[src/rtl/spq_pkg.sv]
// ----------------------------------------------------------------------------
// spq_pkg
// Types and codes shared by the sorted array priority queue modules.
// ----------------------------------------------------------------------------
package spq_pkg;

	localparam int DATA_W = 32;
	localparam int OP_W   = 2;
	localparam int ST_W   = 2;

	// Operation codes carried on the input tuser.
	localparam logic [OP_W-1:0] OP_INSERT = 2'd0;
	localparam logic [OP_W-1:0] OP_REMOVE = 2'd1;
	localparam logic [OP_W-1:0] OP_CLEAR  = 2'd2;

	// Status codes carried on the output tuser.
	localparam logic [ST_W-1:0] ST_DONE  = 2'd0;
	localparam logic [ST_W-1:0] ST_FULL  = 2'd1;
	localparam logic [ST_W-1:0] ST_EMPTY = 2'd2;

	typedef struct packed {
		logic [OP_W-1:0]   op;
		logic [DATA_W-1:0] value;
	} req_t;

	typedef struct packed {
		logic [ST_W-1:0]   status;
		logic [DATA_W-1:0] value;
	} res_t;

endpackage

[src/rtl/sorted_array_priority_queue.sv]
// ----------------------------------------------------------------------------
// sorted_array_priority_queue
// Bounded max-priority queue of signed 32-bit values with stream ports.
// ----------------------------------------------------------------------------
// The queue keeps up to DEPTH signed values in one RAM as a circular array in
// descending order. Each input beat carries an operation on s_tuser (insert,
// remove the highest, or clear) and a value on s_tdata, and yields exactly one
// output beat with a status, the removed value, and the occupancy after the
// operation. Equal values leave in the order they were inserted. The block
// works on one item at a time: s_tready is high only while it is idle. An
// insert walks the stored values from the tail toward the head, one RAM read
// and one RAM write per cycle, until it finds the slot for the new value. A
// remove reads the head entry from the RAM; a clear, an unused code, or a
// rejected insert or remove goes straight to the result state. The output
// register lets the next item start while the previous result beat still
// waits for m_tready.
// An insert into a full queue reports the full status, a remove from an empty
// queue reports the empty status with a zero value; neither changes the queue.
module sorted_array_priority_queue import spq_pkg::*; #(
	parameter int DEPTH = 32,
	localparam int IW = $clog2(DEPTH),
	localparam int CW = $clog2(DEPTH + 1),
	localparam int TDW = ((DATA_W + CW + 2 + 7) / 8) * 8
) (
	input  logic              clk,
	input  logic              arst_n,
	// Input stream.
	input  logic              s_tvalid,
	output logic              s_tready,
	input  logic [DATA_W-1:0] s_tdata,  // value_in
	input  logic [OP_W-1:0]   s_tuser,  // op
	// Result stream.
	output logic              m_tvalid,
	input  logic              m_tready,
	output logic [TDW-1:0]    m_tdata,  // value_out, entries, is_empty, is_full, zero pad
	output logic [ST_W-1:0]   m_tuser   // status
);

	logic              start;
	req_t              req;
	logic              core_idle;
	logic              res_valid;
	logic              res_ready;
	res_t              res;
	logic [CW-1:0]     count;

	logic              wr_en;
	logic [IW-1:0]     wr_addr;
	logic [DATA_W-1:0] wr_data;
	logic [IW-1:0]     rd_addr;
	logic [DATA_W-1:0] rd_data;

	logic              m_tvalid_q;
	logic [TDW-1:0]    m_tdata_q;
	logic [ST_W-1:0]   m_tuser_q;
	logic [TDW-1:0]    tdata_d;

	// The sequencer accepts a new beat only from its idle state.
	assign s_tready  = core_idle;
	assign start     = s_tvalid && s_tready;
	assign req.op    = s_tuser;
	assign req.value = s_tdata;

	// The output register frees when it is empty or its beat is being taken.
	assign res_ready = !m_tvalid_q || m_tready;

	spq_core #(
		.DEPTH(DEPTH)
	) u_core (
		.clk      (clk),
		.arst_n   (arst_n),
		.start    (start),
		.req      (req),
		.idle     (core_idle),
		.res_valid(res_valid),
		.res_ready(res_ready),
		.res      (res),
		.count    (count),
		.wr_en    (wr_en),
		.wr_addr  (wr_addr),
		.wr_data  (wr_data),
		.rd_addr  (rd_addr),
		.rd_data  (rd_data)
	);

	// The sorted values live here; nothing else holds a copy of them.
	spq_ram #(
		.WIDTH(DATA_W),
		.DEPTH(DEPTH)
	) u_slots (
		.clk    (clk),
		.wr_en  (wr_en),
		.wr_addr(wr_addr),
		.wr_data(wr_data),
		.rd_addr(rd_addr),
		.rd_data(rd_data)
	);

	// Pack the result fields from the lowest bit up; the pad stays zero.
	always_comb begin
		tdata_d                        = '0;
		tdata_d[DATA_W-1:0]            = res.value;
		tdata_d[DATA_W+CW-1:DATA_W]    = count;
		tdata_d[DATA_W+CW]             = (count == '0);
		tdata_d[DATA_W+CW+1]           = (count == CW'(DEPTH));
	end

	always_ff @(posedge clk or negedge arst_n) begin
		if (!arst_n) begin
			m_tvalid_q <= 1'b0;
		end else if (res_valid && res_ready) begin
			m_tvalid_q <= 1'b1;
		end else if (m_tready) begin
			m_tvalid_q <= 1'b0;
		end
	end

	always_ff @(posedge clk) begin
		if (res_valid && res_ready) begin
			m_tdata_q <= tdata_d;
			m_tuser_q <= res.status;
		end
	end

	assign m_tvalid = m_tvalid_q;
	assign m_tdata  = m_tdata_q;
	assign m_tuser  = m_tuser_q;

endmodule

[src/rtl/spq_ram.sv]
// ----------------------------------------------------------------------------
// spq_ram
// Generic simple dual-port RAM, one write and one registered read per cycle.
// ----------------------------------------------------------------------------
module spq_ram #(
	parameter int WIDTH = 32,
	parameter int DEPTH = 32,
	localparam int AW = $clog2(DEPTH)
) (
	input  logic             clk,
	input  logic             wr_en,
	input  logic [AW-1:0]    wr_addr,
	input  logic [WIDTH-1:0] wr_data,
	input  logic [AW-1:0]    rd_addr,
	output logic [WIDTH-1:0] rd_data
);

	logic [WIDTH-1:0] mem [DEPTH];

	// A read of the address being written returns the old contents.
	always_ff @(posedge clk) begin
		if (wr_en) begin
			mem[wr_addr] <= wr_data;
		end
		rd_data <= mem[rd_addr];
	end

endmodule

[src/rtl/spq_core.sv]
// ----------------------------------------------------------------------------
// spq_core
// Sequencer that keeps the queue sorted in the RAM by read-modify-write.
// ----------------------------------------------------------------------------
module spq_core import spq_pkg::*; #(
	parameter int DEPTH = 32,
	localparam int IW = $clog2(DEPTH),
	localparam int CW = $clog2(DEPTH + 1)
) (
	input  logic              clk,
	input  logic              arst_n,
	input  logic              start,
	input  req_t              req,
	output logic              idle,
	output logic              res_valid,
	input  logic              res_ready,
	output res_t              res,
	output logic [CW-1:0]     count,
	output logic              wr_en,
	output logic [IW-1:0]     wr_addr,
	output logic [DATA_W-1:0] wr_data,
	output logic [IW-1:0]     rd_addr,
	input  logic [DATA_W-1:0] rd_data
);

	typedef enum logic [1:0] {
		S_IDLE,
		S_SHIFT,
		S_FETCH,
		S_FINISH
	} state_t;

	localparam logic [CW:0]   DEPTH_W = (CW + 1)'(DEPTH);
	localparam logic [CW-1:0] FULL_C  = CW'(DEPTH);

	state_t            state_q;
	logic [IW-1:0]     head_q;
	logic [CW-1:0]     count_q;
	logic [CW-1:0]     k_q;
	logic [DATA_W-1:0] val_q;
	logic [ST_W-1:0]   status_q;
	logic [DATA_W-1:0] vout_q;

	logic [CW-1:0] cnt_m1;
	logic [CW-1:0] k_m1;
	logic [CW-1:0] k_m2;
	logic          shift_go;

	// Physical slot for a logical offset from the head, wrapped once.
	function automatic logic [IW-1:0] slot(input logic [IW-1:0] head,
			input logic [CW-1:0] off);
		logic [CW:0] sum;
		sum = (CW + 1)'(head) + (CW + 1)'(off);
		if (sum >= DEPTH_W) begin
			sum = sum - DEPTH_W;
		end
		return sum[IW-1:0];
	endfunction

	assign cnt_m1   = (count_q != '0) ? count_q - CW'(1) : '0;
	assign k_m1     = (k_q != '0) ? k_q - CW'(1) : '0;
	assign k_m2     = (k_q > CW'(1)) ? k_q - CW'(2) : '0;
	// The entry below the gap moves down only when it is strictly smaller.
	assign shift_go = (k_q != '0) && ($signed(val_q) > $signed(rd_data));

	always_comb begin
		wr_en   = 1'b0;
		wr_addr = slot(head_q, k_q);
		wr_data = val_q;
		rd_addr = slot(head_q, cnt_m1);
		unique case (state_q)
			S_IDLE: begin
				if (start && req.op == OP_REMOVE) begin
					rd_addr = head_q;
				end
			end
			S_SHIFT: begin
				wr_en   = 1'b1;
				rd_addr = slot(head_q, k_m2);
				if (shift_go) begin
					wr_data = rd_data;
				end
			end
			default: begin
			end
		endcase
	end

	always_ff @(posedge clk or negedge arst_n) begin
		if (!arst_n) begin
			state_q  <= S_IDLE;
			head_q   <= '0;
			count_q  <= '0;
			k_q      <= '0;
			val_q    <= '0;
			status_q <= ST_DONE;
			vout_q   <= '0;
		end else begin
			unique case (state_q)
				S_IDLE: begin
					if (start) begin
						val_q    <= req.value;
						vout_q   <= '0;
						status_q <= ST_DONE;
						state_q  <= S_FINISH;
						case (req.op)
							OP_INSERT: begin
								if (count_q == FULL_C) begin
									status_q <= ST_FULL;
								end else begin
									k_q     <= count_q;
									state_q <= S_SHIFT;
								end
							end
							OP_REMOVE: begin
								if (count_q == '0) begin
									status_q <= ST_EMPTY;
								end else begin
									state_q <= S_FETCH;
								end
							end
							OP_CLEAR: begin
								head_q  <= '0;
								count_q <= '0;
							end
							default: begin
							end
						endcase
					end
				end
				S_SHIFT: begin
					if (shift_go) begin
						k_q <= k_m1;
					end else begin
						count_q <= count_q + CW'(1);
						state_q <= S_FINISH;
					end
				end
				S_FETCH: begin
					vout_q  <= rd_data;
					count_q <= count_q - CW'(1);
					if (count_q == CW'(1)) begin
						head_q <= '0;
					end else begin
						head_q <= slot(head_q, CW'(1));
					end
					state_q <= S_FINISH;
				end
				S_FINISH: begin
					if (res_ready) begin
						state_q <= S_IDLE;
					end
				end
				default: begin
					state_q <= S_IDLE;
				end
			endcase
		end
	end

	assign idle       = (state_q == S_IDLE);
	assign res_valid  = (state_q == S_FINISH);
	assign res.status = status_q;
	assign res.value  = vout_q;
	assign count      = count_q;

endmodule

[config.mk]
export PLATFORM = sky130hd
export DESIGN_NAME = sorted_array_priority_queue
export DESIGN_NICKNAME = d
export VERILOG_FILES = /design/src/rtl/spq_pkg.sv /design/src/rtl/sorted_array_priority_queue.sv /design/src/rtl/spq_ram.sv /design/src/rtl/spq_core.sv
export SDC_FILE = /design/constraint.sdc
export NUM_CORES = 1
export LEC_CHECK = 0
export ABC_AREA = 1
export BUFFER_PORTS_ARGS = -buffer_cell sky130_fd_sc_hd__buf_2
export CORE_MARGIN = 2
export CORE_UTILIZATION = 37
export CTS_CLUSTER_SIZE = 20
export DETAILED_ROUTE_END_ITERATION = 8
export MAX_ROUTING_LAYER = met4
export PLACE_DENSITY = 0.57
export SETUP_SLACK_MARGIN = 0.5
export SLEW_MARGIN = 40
export SYNTH_ARGS = -nofsm -noshare
export SYNTH_HDL_FRONTEND = slang
export SYNTH_SLANG_ARGS = --single-unit
export TNS_END_PERCENT = 20
[constraint.sdc]
create_clock -name clk -period 7.7 [get_ports clk]
set_input_delay 2.31 -clock clk [delete_from_list [all_inputs] [get_ports clk]]
set_output_delay 2.31 -clock clk [all_outputs]
set_load 0.02 [all_outputs]
==> flow_metrics.tcl, run 1 <==
set metrics [dict create \
    status "complete, no violations" \
    cp.arrival_ns 6.13 \
    die_h_microns 382 \
    syn_area_sq_um 52800 \
    fillers 13300 \
    drv_cap 0 \
    rsz0062_at_grt "no" \
    rows 138 \
    grt_pass1_wl_mm 228 \
    tritoncts "built" \
    drive_above_1_share_pct 8.81 \
    slew_violations 0 \
    place_area_sq_um 55800 \
    slowest_stage "nand2_8" \
    post_cts_resized 0 \
    grt_pass1_vias 34000 \
    ff_latch_area_sq_um 34800 \
    dp_hpwl_mm 78.3 \
    synthDistinctLibCells 39 \
    cp_cell_sequence "buf_2, nand2_2, buf_4, inv_4, nand2_2, o22ai_2, inv_8, nand2_8, clkinv_2, buf_4, nand2_1, nand3_1, nand3_1, nand3_1, nand2_1, nand2_1, nand2_1" \
    die_x_microns 382 \
    startpoint_type "input port" \
    numPortBuffers 81 \
    hold_buffers 0 \
    cts_buffer_depth 3 \
    final_common_cell "edfxtp_1" \
    drt_first_pass_iters 6 \
    fin_worst_skew_ns 0.0289 \
    slowest_delay_ns 0.51 \
    routed_wl_mm 152 \
    period_minus_slack_ns 5.50 \
    routedWlPerCell_microns 21.8 \
    yosysSeqAreaShare_pct 65.9 \
    cts.sinks 1184 \
    syn_avg_cell_area_sq_um 10.7 \
    syn_nets 5051 \
    ios 82 \
    crit_buf_inv 6 \
    drt_iter0_markers 3808 \
    min_path_type "flop to flop" \
    root_buffer "clkbuf_16" \
    grt_max_degree 172 \
    crit_family "buffers and inverters" \
    hold_viol_final 0 \
    grt_use_total_pct 21.3 \
    drc 0 \
    crit_top_cell "nand2_1" \
    initial_utilization_pct 37.3 \
    nNetsFinal 5064 \
    die-area_sq_um 146000 \
    setup_viol 0 \
    path_clk_slew_ns 0.06 \
    final.setup.tns_ns 0 \
    clkLatencyLatePin_ns 0.74 \
    vias 35900 \
    fmax_mhz 182 \
    period_share_pct 71.4 \
    worstMarginPinSlew_ns 0.892 \
    syn_inst 4952 \
    cp-end-kind "flop" \
    slew_headroom_pct 40.5 \
    antenna_cells 0 \
    layout_common_cells "edfxtp_1 (1066), nand3_1 (1024), nand2_1 (988), inv_1 (792), nand3b_1 (354)" \
    postLayoutCellArea_sq_um 59700 \
    crit_required_ns 8.33 \
    grt_remaining_overflow 0 \
    crit_fanout 94 \
    htreeDepth 3 \
    place.gp.congestion 0.833 \
    area_growth_pct 13.1 \
    routed_via_density 5.16 \
    synth_top_area_share_pct 60.6 \
    critPathKind "input port to flop" \
    place_inst 6727 \
    ant_nets 0 \
    multi_input_area_sq_um 14200 \
    synth.area.top_cells "edfxtp_1 (61%), nand3_1 (9.7%), nand2_1 (7.0%)" \
    ys_ff_latch 1184 \
    instances_no_fill 6955 \
    ys_warn_count 0 \
    yosysTopAreaCell "edfxtp_1" \
    core_area_sq_um 142000 \
    post_cts.repair.setup_buffers 0 \
    postLayoutCoreUtil_pct 42.2 \
    antenna_found_initial 1 \
    numCtsBuffers 117 \
]
-- final timing paths --
path	endpoint	slack (ns)	startpoint	cells past startpoint
setup / recovery	u_slots.rd_data[21]$_DFF_P_	2.20	s_tvalid	17
hold / removal	m_tdata[6]$_DFFE_PP_	0.44	u_core.vout_q[6]$_DFFE_PN0P_	0
setup reg to reg	u_slots.rd_data[31]$_DFF_P_	2.73	u_core.count[0]$_DFFE_PN0P_	19
hold reg to reg	m_tdata[6]$_DFFE_PP_	0.44	u_core.vout_q[6]$_DFFE_PN0P_	0
max in group asynchronous	u_core.count[0]$_DFFE_PN0P_	5.35	arst_n	2
min in group asynchronous	u_core.vout_q[28]$_DFFE_PN0P_	1.41	arst_n	1
-- Yosys cell counts --
library cell and n:
nand2_1 989, buf_2 196, or2_2 5, nand2_4 2, and3_1 1, edfxtp_1 1066, o21ai_1 4, dfxtp_1 32
dfrtp_1 86, nor4_1 1, o21a_1 2, nand2_2 3, nand3_1 1027, o22ai_2 1, buf_4 3, nand3b_1 354
nand4_1 4, nor2_1 60, fa_1 3, inv_1 793, nor3_2 1, a2bb2oi_1 1, inv_4 1, or2_0 1
buf_1 22, a211oi_1 1, clkbuf_1 68, o22ai_1 38, xnor2_1 6, ha_1 58, nand3b_2 1, nor3_1 5
inv_2 7, nor2_2 2, xor2_1 12, a21oi_1 35, o21ai_0 57, a21o_1 1, a31oi_1 3
-- registers in the layout (all words and copies together), names as in the netlist --
name and count:
u_core.state_q 2, u_core.head_q 5, u_core.count 6, u_slots.rd_data 32
u_slots.mem 1024, u_core.status_q 2, u_core.k_q 6, m_tdata 40
m_tvalid 1, u_core.vout_q 32, u_core.val_q 32, m_tuser 2
-- kinds of logic (layout without fill, tap and decap cells) --
logic type	after synthesis	after routing	share of synthesized area, %
AOI/OAI and AO/OA	143	143	1.49
xor gates and xnor gates	18	18	0.299
adders and majority gates	61	61	1.49
buffers and inverters	1090	1203	8.24
DFF	1184	1184	65.9
and+or+nand+nor	2456	2456	22.6
-- layer usage --
metal	global-route usage [%]	share of wire (%)
met4	5.37	2.1
met5	-	0
met3	2.43	7.4
met2	33.1	46
met1	29.7	44
-- cell type report --
| class | count | share of cell area, % |
|---|---|---|
| inverters | 801 | 5.08 |
| multi-input cells | 2678 | 23.8 |
| flip-flops and latches | 1184 | 58.3 |
| repair buffers | 183 | 2.64 |
| clock buffers | 183 | 5.79 |
| clock inverters | 36 | 0.461 |
| well taps | 1890 | 3.96 |
-- metrics by stage --
stage	hold slack, ns	setup WS [ns]
after floorplan	0.420	2.85
after global placement	0.431	1.52
after detailed placement	0.433	1.43
after CTS	0.446	2.21
after global routing	0.454	1.92
final	0.443	2.20
-- worst register-to-register path: stages (launching register included) --
cell and delay [ns]:
dfrtp_1 0.46, inv_1 0.20, ha_1 0.17, nand2_1 0.07
nor3_2 0.28, inv_2 0.11, nand2_1 0.07, inv_1 0.04
ha_1 0.32, a21oi_1 0.17, nand2_1 0.08, xor2_1 0.16
or2_2 0.32, a21oi_4 0.65, buf_4 0.53, buf_4 0.69
nand3_1 0.29, nand2_1 0.14, nand2_1 0.07, nand2_1 0.09
Power of run 1 is not shown: default switching activity piles up to over one toggle a cycle in this logic, so the estimate is an artifact.
==> run 2: changes to the inputs <==
Settings changed: PLACE_DENSITY 0.57 to 0.58.
Clock period 7.7 ns to 4.4 ns, I/O delays scaled along.
==> run 2 against run 1 <==
Sequential share of layout area is 0.86 points lower. Cell area is 1.5% higher. Global-route usage is 0.29 points higher. Critical path depth is 7 lower.
==> flow_metrics.tcl, run 2 (synthesized netlist as in run 1, its figures left out) <==
set metrics [dict create \
    place.gp.congestion 0.823 \
    ios 82 \
    post-place-ws_ns 0.468 \
    worstMarginPinSlew_ns 0.851 \
    dp_hpwl_mm 83.8 \
    startpoint_type "flop" \
    slew_headroom_pct 43.3 \
    grt_pass1_wl_mm 229 \
    fillers 13200 \
    setup_viol 0 \
    initial_utilization_pct 37.3 \
    hold_viol_final 0 \
    rsz0062_at_grt "no" \
    cts_buffer_depth 3 \
    fin_worst_skew_ns 0.0294 \
    routed_via_density 5.17 \
    final_common_cell "edfxtp_1" \
    crit_required_ns 4.80 \
    area_growth_pct 14.8 \
    slew_violations 0 \
    drt_iter0_markers 4054 \
    grt_use_total_pct 21.5 \
    path_clk_slew_ns 0.07 \
    hold_buffers 0 \
    period_share_pct 84.5 \
    numPortBuffers 81 \
    ant_nets 0 \
    crit_fanout 24 \
    grt_max_degree 160 \
    htreeDepth 3 \
    vias 36300 \
    core_area_sq_um 142000 \
    drv_cap 0 \
    rows 138 \
    nNetsFinal 5136 \
    cts.sinks 1184 \
    cp.arrival_ns 4.11 \
    die-area_sq_um 146000 \
    cp-end-kind "flop" \
    final.setup.tns_ns 0 \
    min_path_type "flop to flop" \
    numCtsBuffers 118 \
    critPathKind "flop to flop" \
    antenna_found_initial 1 \
    layout_common_cells "edfxtp_1 (1066), nand3_1 (1024), nand2_1 (989), inv_1 (791), nand3b_1 (354)" \
    drc 0 \
    grt_remaining_overflow 0 \
    drive_above_1_share_pct 10.6 \
    fmax_mhz 269 \
    r2r_setup_slack_ns 0.68 \
    top_register "u_slots.mem" \
    die_x_microns 382 \
    postLayoutCoreUtil_pct 42.8 \
    grt_pass1_vias 34200 \
    drt_first_pass_iters 5 \
    clkLatencyLatePin_ns 0.74 \
    root_buffer "clkbuf_16" \
    routed_wl_mm 155 \
    die_h_microns 382 \
    antenna_cells 0 \
    status "complete, no violations" \
    setup_ws_ns 0.683 \
    tritoncts "built" \
    routedWlPerCell_microns 22.1 \
    period_minus_slack_ns 3.72 \
    largest_reg_flops 1024 \
]
[run 2: cell count changes in the layout (fill, tap and decap cells not counted), sizes merged]
cell,delta
clkbuf,-22
bufinv,+5
clkinvlp,+6
buf,+70
clkinv,+16
inv,+1
[run 2: what timing repair did]
action,CTS,global route
setup endpoints to repair,2,32
setup buffers,0,5
cloned,0,1
pin swaps,0,1
endpoints found under the hold margin,0,0
resized for setup,1,6
[run 2: path summary, 6_finish.rpt]
check,start,to,cells past startpoint
min,u_core.vout_q[11]$_DFFE_PN0P_,m_tdata[11]$_DFFE_PP_,0
min in group asynchronous,arst_n,u_core.vout_q[21]$_DFFE_PN0P_,1
max,u_core.head_q[0]$_DFFE_PN0P_,u_slots.mem[9][25]$_DFFE_PP_,10
min reg2reg,u_core.vout_q[11]$_DFFE_PN0P_,m_tdata[11]$_DFFE_PP_,0
max reg2reg,u_core.head_q[0]$_DFFE_PN0P_,u_slots.mem[9][25]$_DFFE_PP_,10
max in group asynchronous,arst_n,u_core.val_q[15]$_DFFE_PN0P_,2
[run 2: critical path: stages, from the launching register on]
cell and delay, ns:
dfrtp_1 0.50, ha_1 0.28, fa_1 0.46, nand3_1 0.08
nand2_1 0.06, xnor2_1 0.47, inv_1 0.13, nor2_1 0.16
nand2_1 0.26, nor2_4 0.57, buf_12 0.34
[run 2: metrics by stage]
stage          hold WS, ns  std cells  area (sq um)
3_5_place_dp         0.430       6799         56500
4_1_cts              0.444       7023         60500
2_1_floorplan        0.420       4952         52800
6_report             0.443       7031         60600
3_3_place_gp         0.432       6799         56400
5_1_grt              0.453       7031         60600
[run 2: final cells by class]
cell class / count / area, sq um / area share, %
clock buffer: 160 / 3430 / 5.66
clock inverter: 64 / 562 / 0.927
inverter: 801 / 3040 / 5.01
multi-input combinational: 2678 / 14100 / 23.3
sequential: 1184 / 34800 / 57.4
tap: 1890 / 2360 / 3.90
timing repair buffer: 254 / 2290 / 3.77
[run 2: metal layers]
layer	wire, microns	GRT usage, %
met4	4050	6.44
met5	0	-
met3	11800	3.04
met1	66000	28.7
met2	73600	34.2
Power of run 2 is left out for the same reason.
